===== src/sv/svhs_pkg.sv =====
package svhs_pkg;

	localparam int VERSION_BITS_DEF = 16;
	localparam int MAX_PROFILE_LEN  = 13;
	localparam int VERSION_W        = 16;
	localparam int OUT_TDATA_W      = 24;

	localparam logic [3:0] ES_LEN     = 4'd2;
	localparam logic [3:0] CORE_LEN   = 4'd4;
	localparam logic [3:0] COMPAT_LEN = 4'd13;

	localparam logic [1:0] PROF_NONE   = 2'd0;
	localparam logic [1:0] PROF_ES     = 2'd1;
	localparam logic [1:0] PROF_CORE   = 2'd2;
	localparam logic [1:0] PROF_COMPAT = 2'd3;

	localparam logic [7:0] CH_TAB    = 8'h09;
	localparam logic [7:0] CH_LF     = 8'h0A;
	localparam logic [7:0] CH_CR     = 8'h0D;
	localparam logic [7:0] CH_SP     = 8'h20;
	localparam logic [7:0] CH_HASH   = 8'h23;
	localparam logic [7:0] CH_STAR   = 8'h2A;
	localparam logic [7:0] CH_SLASH  = 8'h2F;
	localparam logic [7:0] CH_ZERO   = 8'h30;
	localparam logic [7:0] CH_NINE   = 8'h39;
	localparam logic [7:0] CH_BSLASH = 8'h5C;
	localparam logic [7:0] CH_V      = 8'h76;

	typedef struct packed {
		logic [7:0] text_byte;
		logic       first_of_text;
		logic       last_of_text;
	} in_item_t;

	typedef struct packed {
		logic [VERSION_W-1:0] version_number;
		logic [1:0]           profile_kind;
		logic                 scan_flag;
	} res_t;

	typedef struct packed {
		logic res_valid;
		logic decided;
	} scan_stat_t;

	function automatic logic [7:0] kw_char(input logic [2:0] i);
		logic [7:0] r;
		case (i)
			3'd0: r = "v";
			3'd1: r = "e";
			3'd2: r = "r";
			3'd3: r = "s";
			3'd4: r = "i";
			3'd5: r = "o";
			3'd6: r = "n";
			default: r = 8'h00;
		endcase
		return r;
	endfunction

	function automatic logic [7:0] es_char(input logic [3:0] i);
		logic [7:0] r;
		case (i)
			4'd0: r = "e";
			4'd1: r = "s";
			default: r = 8'h00;
		endcase
		return r;
	endfunction

	function automatic logic [7:0] core_char(input logic [3:0] i);
		logic [7:0] r;
		case (i)
			4'd0: r = "c";
			4'd1: r = "o";
			4'd2: r = "r";
			4'd3: r = "e";
			default: r = 8'h00;
		endcase
		return r;
	endfunction

	function automatic logic [7:0] compat_char(input logic [3:0] i);
		logic [7:0] r;
		case (i)
			4'd0:  r = "c";
			4'd1:  r = "o";
			4'd2:  r = "m";
			4'd3:  r = "p";
			4'd4:  r = "a";
			4'd5:  r = "t";
			4'd6:  r = "i";
			4'd7:  r = "b";
			4'd8:  r = "i";
			4'd9:  r = "l";
			4'd10: r = "i";
			4'd11: r = "t";
			4'd12: r = "y";
			default: r = 8'h00;
		endcase
		return r;
	endfunction

	// Clear the candidate bits that the character at position n rules out.
	function automatic logic [2:0] prof_match(input logic [2:0] f, input logic [3:0] n,
		input logic [7:0] c);
		logic [2:0] r;
		r = f;
		if (n < ES_LEN && c != es_char(n)) r[0] = 1'b0;
		if (n < CORE_LEN && c != core_char(n)) r[1] = 1'b0;
		if (n < COMPAT_LEN && c != compat_char(n)) r[2] = 1'b0;
		return r;
	endfunction

	function automatic logic [1:0] prof_code(input logic [3:0] n, input logic [2:0] f);
		logic [1:0] r;
		r = PROF_NONE;
		if (n == ES_LEN && f[0]) r = PROF_ES;
		else if (n == CORE_LEN && f[1]) r = PROF_CORE;
		else if (n == COMPAT_LEN && f[2]) r = PROF_COMPAT;
		return r;
	endfunction

endpackage


===== src/sv/svhs_in_reg.sv =====
module svhs_in_reg
	import svhs_pkg::*;
(
	input  logic     clk,
	input  logic     arst_n,
	input  logic     in_valid,
	output logic     in_ready,
	input  in_item_t in_item,
	input  logic     adv,
	output logic     valid_s1,
	output in_item_t item_s1
);

	assign in_ready = !valid_s1 || adv;

	always_ff @(posedge clk or negedge arst_n) begin
		if (!arst_n) begin
			valid_s1 <= 1'b0;
		end else if (in_ready) begin
			valid_s1 <= in_valid;
		end
	end

	always_ff @(posedge clk) begin
		if (in_valid && in_ready) begin
			item_s1 <= in_item;
		end
	end

endmodule


===== src/sv/svhs_scan.sv =====
module svhs_scan
	import svhs_pkg::*;
#(
	parameter int VERSION_BITS = VERSION_BITS_DEF
) (
	input  logic       clk,
	input  logic       arst_n,
	input  logic       valid_s1,
	input  in_item_t   item_s1,
	input  logic       out_free,
	output logic       adv,
	output res_t       res,
	output scan_stat_t stat
);

	localparam logic [4:0] PH_WS        = 5'd0;
	localparam logic [4:0] PH_SLASH     = 5'd1;
	localparam logic [4:0] PH_LC_BODY   = 5'd2;
	localparam logic [4:0] PH_LC_EOL    = 5'd3;
	localparam logic [4:0] PH_LC_ESC    = 5'd4;
	localparam logic [4:0] PH_LC_ESC_CR = 5'd5;
	localparam logic [4:0] PH_BC_BODY   = 5'd6;
	localparam logic [4:0] PH_BC_STAR   = 5'd7;
	localparam logic [4:0] PH_HASH_WS   = 5'd8;
	localparam logic [4:0] PH_KEYWORD   = 5'd9;
	localparam logic [4:0] PH_VER_WS    = 5'd10;
	localparam logic [4:0] PH_DIGITS    = 5'd11;
	localparam logic [4:0] PH_PROF_WS   = 5'd12;
	localparam logic [4:0] PH_PROF      = 5'd13;

	localparam logic [2:0] KW_LEN   = 3'd7;
	localparam logic [3:0] PROF_MAX = 4'(MAX_PROFILE_LEN);

	logic [4:0]              phase_q, phase_n;
	logic [2:0]              kw_idx_q, kw_idx_n;
	logic [VERSION_BITS-1:0] acc_q, acc_n;
	logic                    ns_q, ns_n;
	logic [3:0]              plen_q, plen_n;
	logic [2:0]              pflags_q, pflags_n;
	logic                    decided_q, decided_n;

	logic [VERSION_BITS+3:0] mac;
	logic                    done, do_fail, do_fin, do_long, hit;

	logic [7:0] c;
	logic       c_blank, c_nl, c_space, c_neg, c_nonpos, c_pos, c_digit;

	assign c        = item_s1.text_byte;
	assign c_blank  = (c == CH_SP) || (c == CH_TAB);
	assign c_nl     = (c == CH_CR) || (c == CH_LF);
	assign c_space  = c_blank || c_nl;
	assign c_neg    = c[7];
	assign c_nonpos = c_neg || (c == 8'h00);
	assign c_pos    = !c_nonpos;
	assign c_digit  = (c >= CH_ZERO) && (c <= CH_NINE);

	always_comb begin
		phase_n  = phase_q;
		kw_idx_n = kw_idx_q;
		acc_n    = acc_q;
		ns_n     = ns_q;
		plen_n   = plen_q;
		pflags_n = pflags_q;
		decided_n = decided_q;
		do_fail  = 1'b0;
		do_fin   = 1'b0;
		do_long  = 1'b0;

		if (item_s1.first_of_text) begin
			phase_n   = PH_WS;
			kw_idx_n  = '0;
			acc_n     = '0;
			ns_n      = 1'b0;
			plen_n    = '0;
			pflags_n  = '1;
			decided_n = 1'b0;
		end

		mac = ({4'b0, acc_n} << 3) + ({4'b0, acc_n} << 1) + (VERSION_BITS+4)'(c[3:0]);

		done = decided_n;
		if (!done && phase_n > PH_PROF) phase_n = PH_WS;

		// Phases that hand the byte on come before their successors.
		if (!done && phase_n == PH_LC_EOL) begin
			if (c_nl) begin
				done = 1'b1;
			end else begin
				phase_n = PH_WS;
				if (c_nonpos) done = 1'b1;
			end
		end
		if (!done && phase_n == PH_WS) begin
			done = 1'b1;
			if (c_blank) begin
			end else if (c_nl) begin
				ns_n = 1'b1;
			end else if (c == CH_SLASH) begin
				ns_n    = 1'b1;
				phase_n = PH_SLASH;
			end else if (c == CH_HASH) begin
				phase_n = PH_HASH_WS;
			end else begin
				do_fail = 1'b1;
			end
		end
		if (!done && phase_n == PH_SLASH) begin
			done = 1'b1;
			if (c == CH_SLASH) phase_n = PH_LC_BODY;
			else if (c == CH_STAR) phase_n = PH_BC_BODY;
			else do_fail = 1'b1;
		end
		if (!done && phase_n == PH_LC_ESC_CR) begin
			phase_n = PH_LC_BODY;
			if (c == CH_LF) done = 1'b1;
		end
		if (!done && phase_n == PH_LC_BODY) begin
			done = 1'b1;
			if (c_nonpos) phase_n = PH_WS;
			else if (c_nl) phase_n = PH_LC_EOL;
			else if (c == CH_BSLASH) phase_n = PH_LC_ESC;
		end
		if (!done && phase_n == PH_LC_ESC) begin
			done    = 1'b1;
			phase_n = (c == CH_CR) ? PH_LC_ESC_CR : PH_LC_BODY;
		end
		if (!done && phase_n == PH_BC_STAR) begin
			if (c == CH_SLASH) begin
				phase_n = PH_WS;
				done    = 1'b1;
			end else begin
				phase_n = PH_BC_BODY;
			end
		end
		if (!done && phase_n == PH_BC_BODY) begin
			done = 1'b1;
			if (c_nonpos) phase_n = PH_WS;
			else if (c == CH_STAR) phase_n = PH_BC_STAR;
		end
		if (!done && phase_n == PH_HASH_WS) begin
			done = 1'b1;
			if (c_blank) begin
			end else if (c == CH_V) begin
				kw_idx_n = 3'd1;
				phase_n  = PH_KEYWORD;
			end else begin
				do_fail = 1'b1;
			end
		end
		if (!done && phase_n == PH_KEYWORD) begin
			done = 1'b1;
			if (kw_idx_n != KW_LEN && c == kw_char(kw_idx_n)) begin
				kw_idx_n = kw_idx_n + 3'd1;
				if (kw_idx_n == KW_LEN) phase_n = PH_VER_WS;
			end else begin
				do_fail = 1'b1;
			end
		end
		if (!done && phase_n == PH_VER_WS) begin
			if (c_blank) done = 1'b1;
			else phase_n = PH_DIGITS;
		end
		if (!done && phase_n == PH_DIGITS) begin
			if (c_digit) begin
				done  = 1'b1;
				acc_n = (mac[VERSION_BITS+3:VERSION_BITS] != 4'd0) ? '1 :
					mac[VERSION_BITS-1:0];
			end else if (acc_n == '0) begin
				done    = 1'b1;
				do_fail = 1'b1;
			end else begin
				phase_n = PH_PROF_WS;
			end
		end
		if (!done && phase_n == PH_PROF_WS) begin
			if (c_blank) done = 1'b1;
			else phase_n = PH_PROF;
		end
		if (!done && phase_n == PH_PROF) begin
			done = 1'b1;
			if (plen_n < PROF_MAX) begin
				if (c_neg || c_space) begin
					do_fin = 1'b1;
				end else begin
					pflags_n = prof_match(pflags_n, plen_n, c);
					plen_n   = plen_n + 4'd1;
				end
			end else if (c_pos && !c_space) begin
				do_long = 1'b1;
			end else begin
				do_fin = 1'b1;
			end
		end

		// End of text always settles the scan in the same step.
		if (!decided_n && !(do_fail || do_fin || do_long) && item_s1.last_of_text) begin
			case (phase_n)
				PH_VER_WS, PH_DIGITS: begin
					if (acc_n == '0) do_fail = 1'b1;
					else do_fin = 1'b1;
				end
				PH_PROF_WS, PH_PROF: do_fin = 1'b1;
				default: do_fail = 1'b1;
			endcase
		end

		hit = do_fail || do_fin || do_long;
		if (hit) decided_n = 1'b1;

		res.version_number = '0;
		res.profile_kind   = PROF_NONE;
		res.scan_flag      = 1'b1;
		if (do_long) begin
			res.version_number = VERSION_W'(acc_n);
		end else if (do_fin) begin
			res.version_number = VERSION_W'(acc_n);
			res.profile_kind   = prof_code(plen_n, pflags_n);
			res.scan_flag      = ns_n;
		end
	end

	assign adv            = valid_s1 && (!hit || out_free);
	assign stat.res_valid = valid_s1 && hit;
	assign stat.decided   = decided_q;

	always_ff @(posedge clk or negedge arst_n) begin
		if (!arst_n) begin
			phase_q   <= PH_WS;
			kw_idx_q  <= '0;
			acc_q     <= '0;
			ns_q      <= 1'b0;
			plen_q    <= '0;
			pflags_q  <= '1;
			decided_q <= 1'b0;
		end else if (adv) begin
			phase_q   <= phase_n;
			kw_idx_q  <= kw_idx_n;
			acc_q     <= acc_n;
			ns_q      <= ns_n;
			plen_q    <= plen_n;
			pflags_q  <= pflags_n;
			decided_q <= decided_n;
		end
	end

endmodule


===== src/sv/svhs_out_reg.sv =====
module svhs_out_reg
	import svhs_pkg::*;
(
	input  logic                   clk,
	input  logic                   arst_n,
	input  logic                   load,
	input  res_t                   res,
	output logic                   out_free,
	output logic                   out_valid,
	input  logic                   out_ready,
	output logic [OUT_TDATA_W-1:0] out_tdata,
	output logic                   out_tuser
);

	res_t res_q;

	assign out_free  = !out_valid || out_ready;
	assign out_tdata = OUT_TDATA_W'({res_q.profile_kind, res_q.version_number});
	assign out_tuser = res_q.scan_flag;

	always_ff @(posedge clk or negedge arst_n) begin
		if (!arst_n) begin
			out_valid <= 1'b0;
		end else if (out_free) begin
			out_valid <= load;
		end
	end

	always_ff @(posedge clk) begin
		if (load && out_free) begin
			res_q <= res;
		end
	end

endmodule


===== src/sv/shader_version_header_scanner.sv =====
// Channel   Dir  Word contents (lowest bit first)
// s_axis    in   tdata[7:0] text_byte; tuser first_of_text; tlast last_of_text
// m_axis    out  tdata[15:0] version_number, [17:16] profile_kind, rest 0; tuser scan_flag
//
// One text byte per cycle, unless a byte with a result meets a stalled output.
// A byte is held in the input register; the scan state updates as it leaves,
// and its result lands in the output register at that same edge, raising tvalid.
// Reset (arst_n low) empties both registers and returns the scan to leading
// whitespace. A stalled output blocks only bytes that would produce a result;
// bytes that produce none keep flowing while a result waits.
module shader_version_header_scanner
	import svhs_pkg::*;
#(
	parameter int VERSION_BITS = VERSION_BITS_DEF
) (
	input  logic                   clk,
	input  logic                   arst_n,
	input  logic                   s_axis_tvalid,
	output logic                   s_axis_tready,
	input  logic [7:0]             s_axis_tdata,   // text_byte
	input  logic                   s_axis_tuser,   // first_of_text
	input  logic                   s_axis_tlast,   // last_of_text
	output logic                   m_axis_tvalid,
	input  logic                   m_axis_tready,
	output logic [OUT_TDATA_W-1:0] m_axis_tdata,   // version_number, profile_kind, pad
	output logic                   m_axis_tuser    // scan_flag
);

	in_item_t   in_item;
	in_item_t   item_s1;
	logic       valid_s1;
	logic       adv;
	logic       out_free;
	res_t       res;
	scan_stat_t stat;

	// Pack the incoming word into the item struct.
	assign in_item.text_byte     = s_axis_tdata;
	assign in_item.first_of_text = s_axis_tuser;
	assign in_item.last_of_text  = s_axis_tlast;

	// Input register: hold one byte until the scan can consume it.
	svhs_in_reg u_in (
		.clk      (clk),
		.arst_n   (arst_n),
		.in_valid (s_axis_tvalid),
		.in_ready (s_axis_tready),
		.in_item  (in_item),
		.adv      (adv),
		.valid_s1 (valid_s1),
		.item_s1  (item_s1)
	);

	// Scan state and the single-pass next-state logic; advance the byte when
	// it has no result or the output register can take one.
	svhs_scan #(
		.VERSION_BITS (VERSION_BITS)
	) u_scan (
		.clk      (clk),
		.arst_n   (arst_n),
		.valid_s1 (valid_s1),
		.item_s1  (item_s1),
		.out_free (out_free),
		.adv      (adv),
		.res      (res),
		.stat     (stat)
	);

	// Output register: hold the result word until the sink takes it.
	svhs_out_reg u_out (
		.clk       (clk),
		.arst_n    (arst_n),
		.load      (adv && stat.res_valid),
		.res       (res),
		.out_free  (out_free),
		.out_valid (m_axis_tvalid),
		.out_ready (m_axis_tready),
		.out_tdata (m_axis_tdata),
		.out_tuser (m_axis_tuser)
	);

	// A byte that leaves with a result must show up at the output.
	a_result_lands: assert property (@(posedge clk) disable iff (!arst_n)
		adv && stat.res_valid |=> m_axis_tvalid)
		else $error("result lost between scan and output register");

	// End of text on a live scan always settles it.
	a_eot_decides: assert property (@(posedge clk) disable iff (!arst_n)
		adv && item_s1.last_of_text && !(stat.decided && !item_s1.first_of_text)
		|-> stat.res_valid)
		else $error("end of text left the scan undecided");

	// A byte stuck in the input register blocks the next one.
	a_s1_blocks: assert property (@(posedge clk) disable iff (!arst_n)
		valid_s1 && !adv |-> !s_axis_tready)
		else $error("input register overwritten while held");

endmodule

===== config.mk =====
export PLATFORM = sky130hd
export DESIGN_NAME = shader_version_header_scanner
export DESIGN_NICKNAME = d
export VERILOG_FILES = /design/src/sv/svhs_pkg.sv /design/src/sv/svhs_in_reg.sv /design/src/sv/svhs_scan.sv /design/src/sv/svhs_out_reg.sv /design/src/sv/shader_version_header_scanner.sv
export SDC_FILE = /design/constraint.sdc
export NUM_CORES = 1
export LEC_CHECK = 0
export ABC_AREA = 1
export CAP_MARGIN = 20
export CORE_ASPECT_RATIO = 2
export CORE_MARGIN = 3
export CORE_UTILIZATION = 55
export DETAILED_ROUTE_END_ITERATION = 8
export DONT_BUFFER_PORTS = 1
export PLACE_DENSITY = 0.67
export SKIP_LAST_GASP = 1
export SLEW_MARGIN = 20
export SYNTH_ARGS = -nofsm -noshare
export SYNTH_HDL_FRONTEND = slang
export SYNTH_SLANG_ARGS = --single-unit

===== constraint.sdc =====
create_clock -name clk -period 8.7 [get_ports clk]
set_clock_uncertainty 0.1 [all_clocks]
set_input_delay 0.435 -clock clk [delete_from_list [all_inputs] [get_ports clk]]
set_output_delay 0.435 -clock clk [all_outputs]
set_load 0.1 [all_outputs]

==> results.toml <==
[outcome]
run_status = "finished, final reports clean"

[finish]
final_cell_mix = "nand2_1 (271), inv_1 (110), nor2_1 (87), nand3_1 (85), ha_1 (43)"
layout_commonest_cell = "nand2_1"
synthToLayoutAreaGrowth_pct = 11.8
layout-drive-gt1-share_pct = 13.5
fillers = 1041
final_util_pct = 63.5
fin_nets = 1017
diodes = 0
design_area_um2 = 7000

[setup_path]
crit_path_end_kind = "output pin"
arrival_ns = 7.71
path_max_fanout = 17
crit_slowest_cell = "edfxtp_1"
crit_top_cell = "nand2_1"
start_kind = "flop"
required_ns = 8.17
path_class = "reg -> out"
slowest_delay_ns = 0.51

[yosys]
synthesis.area_um2 = 6260
synth_cells = 933
ys_warn_count = 0
synth_edf_count = 29
synthArstFlopShare_pct = 54.7
yosysSeqAreaShare_pct = 28.0
synth-main-ff-cell = "dfrtp_1"
ys_types = 53
synth_seq_cells = 64
syn_area_per_cell_um2 = 6.71

[routing]
ant_nets = 0
drt-total-wl_um = 20400
drt_pass1_iterations = 5
num_vias = 6368
drt_iter0_drc = 490
wl_per_cell_um = 18.5
post-route-drc-count = 0
vias_per_cell = 5.77

[floorplanning]
die_h_um = 157
fp.coreArea_um2 = 11000
start_util_pct = 56.8
top_level_ports = 41
die_area_um2 = 12800
num_rows = 54
die_w_um = 81.4

[power]
leakagePower_nw = 3.58
power_density_nw_per_um2 = 191
irDropWorstVdd_uv = 212

[clock_network]
cts_sinks = 64
cts_root_buf = "clkbuf_16"
clockBufferDepth = 2
cts_tree = "done"
htree_levels = 3
clkTransAtPathRegs_ns = 0.06
cts_buffers = 9
clock_latency_ns = 0.34

[placed_design]
dpl-instance-area_um2 = 6320
routabilityCongestion = 1.01
pre_cts_ws_ns = 0.349
port_buffers = 0
place_hpwl_um = 15300

[timing]
fin_hold_ws_ns = 0.0903
worst_slew_pin_slew_ns = 0.982
maxSlewViolCount = 0
fin_ws_ns = 0.453
finalSetupTns_ns = 0
relSlewSlack_pct = 34.6
min_period_over_period_pct = 94.8
fin_crit_ns = 8.25
final-hold-violation-count = 0
setup_viol = 0
max_freq_mhz = 121

[grt]
grt_max_degree = 36
grt.total_usage_pct = 32.7
gr-total-overflow = 0
grt_pass1_vias = 6195
grt_pass1_wl_um = 31400
grt_antenna_before_repair = 0

[worst_hold_path]
hold_class = "in -> reg"

[job]
max-cap-violations = 0
registers in the layout (all words and copies together), names as in the netlist:
name / flops
u_in.item_s1: 10
u_out.out_tuser: 1
u_scan.decided_q: 1
u_in.valid_s1: 1
u_scan.pflags_q: 3
u_scan.kw_idx_q: 3
u_scan.plen_q: 4
u_out.out_valid: 1
u_scan.phase_q: 5
u_scan.ns_q: 1
u_scan.acc_q: 16
u_out.out_tdata: 18
per-stage QoR:
step	instances	power, mW
floorplan	938	0.823
global placement	1055	0.892
detailed placement	1055	0.899
CTS	1073	1.31
global route	1103	1.40
finish	1103	1.34
timing repair:
| item | in CTS | in global routing |
|---|---|---|
| hold endpoints to repair | 35 | 0 |
| hold buffers | 2 | 0 |
| gates resized for setup | 0 | 21 |
| endpoints found under the setup margin | 0 | 83 |
| buffers inserted | 0 | 29 |
worst max-delay path: cells and delay by family, from the launching register on:
family                   cells  cell delay (ns)
AND/OR/NAND/NOR             34             4.64
flip-flops                   1             0.51
buffers and inverters        8             1.10
AO/OA/AOI/OAI                4             0.87
adder cells (fa/ha/maj)      1             0.19
layout make-up:
| cell class | instances | area (um2) | area share [%] |
|---|---|---|---|
| clock buffers | 9 | 225 | 3.22 |
| clock inverters | 7 | 103 | 1.47 |
| inverters | 123 | 469 | 6.71 |
| multi-input cells | 721 | 3950 | 56.5 |
| flip-flops and latches | 64 | 1750 | 25.0 |
| well taps | 140 | 175 | 2.50 |
| repair buffers | 39 | 320 | 4.58 |
power breakdown:
| group | internal (mW) | switching (mW) |
|---|---|---|
| Sequential | 0.374 | 0.192 |
| Combinational | 0.0966 | 0.268 |
| Clock | 0.254 | 0.154 |
| Total | 0.725 | 0.614 |
per-layer routing:
layer,routed length [um],vias to the layer above,track usage [%]
met5,0,-,0
met4,1570,0,22.1
met3,736,111,4.72
met2,11300,231,61.4
met1,6770,2935,31.3
li1,-,3091,-
synth_stat cells, types with 11 or more instances:
| cell type | n | area [um2] |
|---|---|---|
| edfxtp_1 | 29 | 871 |
| o21ai_0 | 35 | 175 |
| dfrtp_1 | 32 | 801 |
| nand2_2 | 11 | 68.8 |
| nor2_1 | 88 | 330 |
| nand2_1 | 274 | 1030 |
| ha_1 | 43 | 538 |
| nand4_1 | 24 | 150 |
| inv_1 | 111 | 417 |
| xor2_1 | 20 | 175 |
| nand3_1 | 87 | 435 |
| inv_2 | 11 | 41.3 |
| nor3_1 | 13 | 65.1 |
| a21oi_1 | 42 | 210 |
final timing paths:
check / startpoint / end / slack, ns / cells after the start
max in group asynchronous: arst_n / u_scan.pflags_q[1] / 7.79 / 2
worst max-delay path: u_in.item_s1[4] / s_axis_tready / 0.45 / 47
min in group asynchronous: arst_n / u_scan.acc_q[0] / 0.45 / 2
worst min-delay path: s_axis_tlast / u_in.item_s1[0] / 0.09 / 0
worst min register to register: u_scan.pflags_q[0] / u_scan.pflags_q[0] / 0.37 / 2
worst max register to register: u_in.item_s1[4] / u_out.out_tdata[6] / 0.60 / 47
kinds of logic after synthesis:
family / Yosys count / synth area share [%]
other: 1 / 0.0599
buffers and inverters: 153 / 10.3
and+or+nand+nor: 536 / 38.4
xor gates and xnor gates: 22 / 3.08
DFF: 64 / 28.0
AOI/OAI and AO/OA: 112 / 11.0
adders and majority gates: 45 / 9.23
Note: power is estimated with default switching activity, not from simulation.
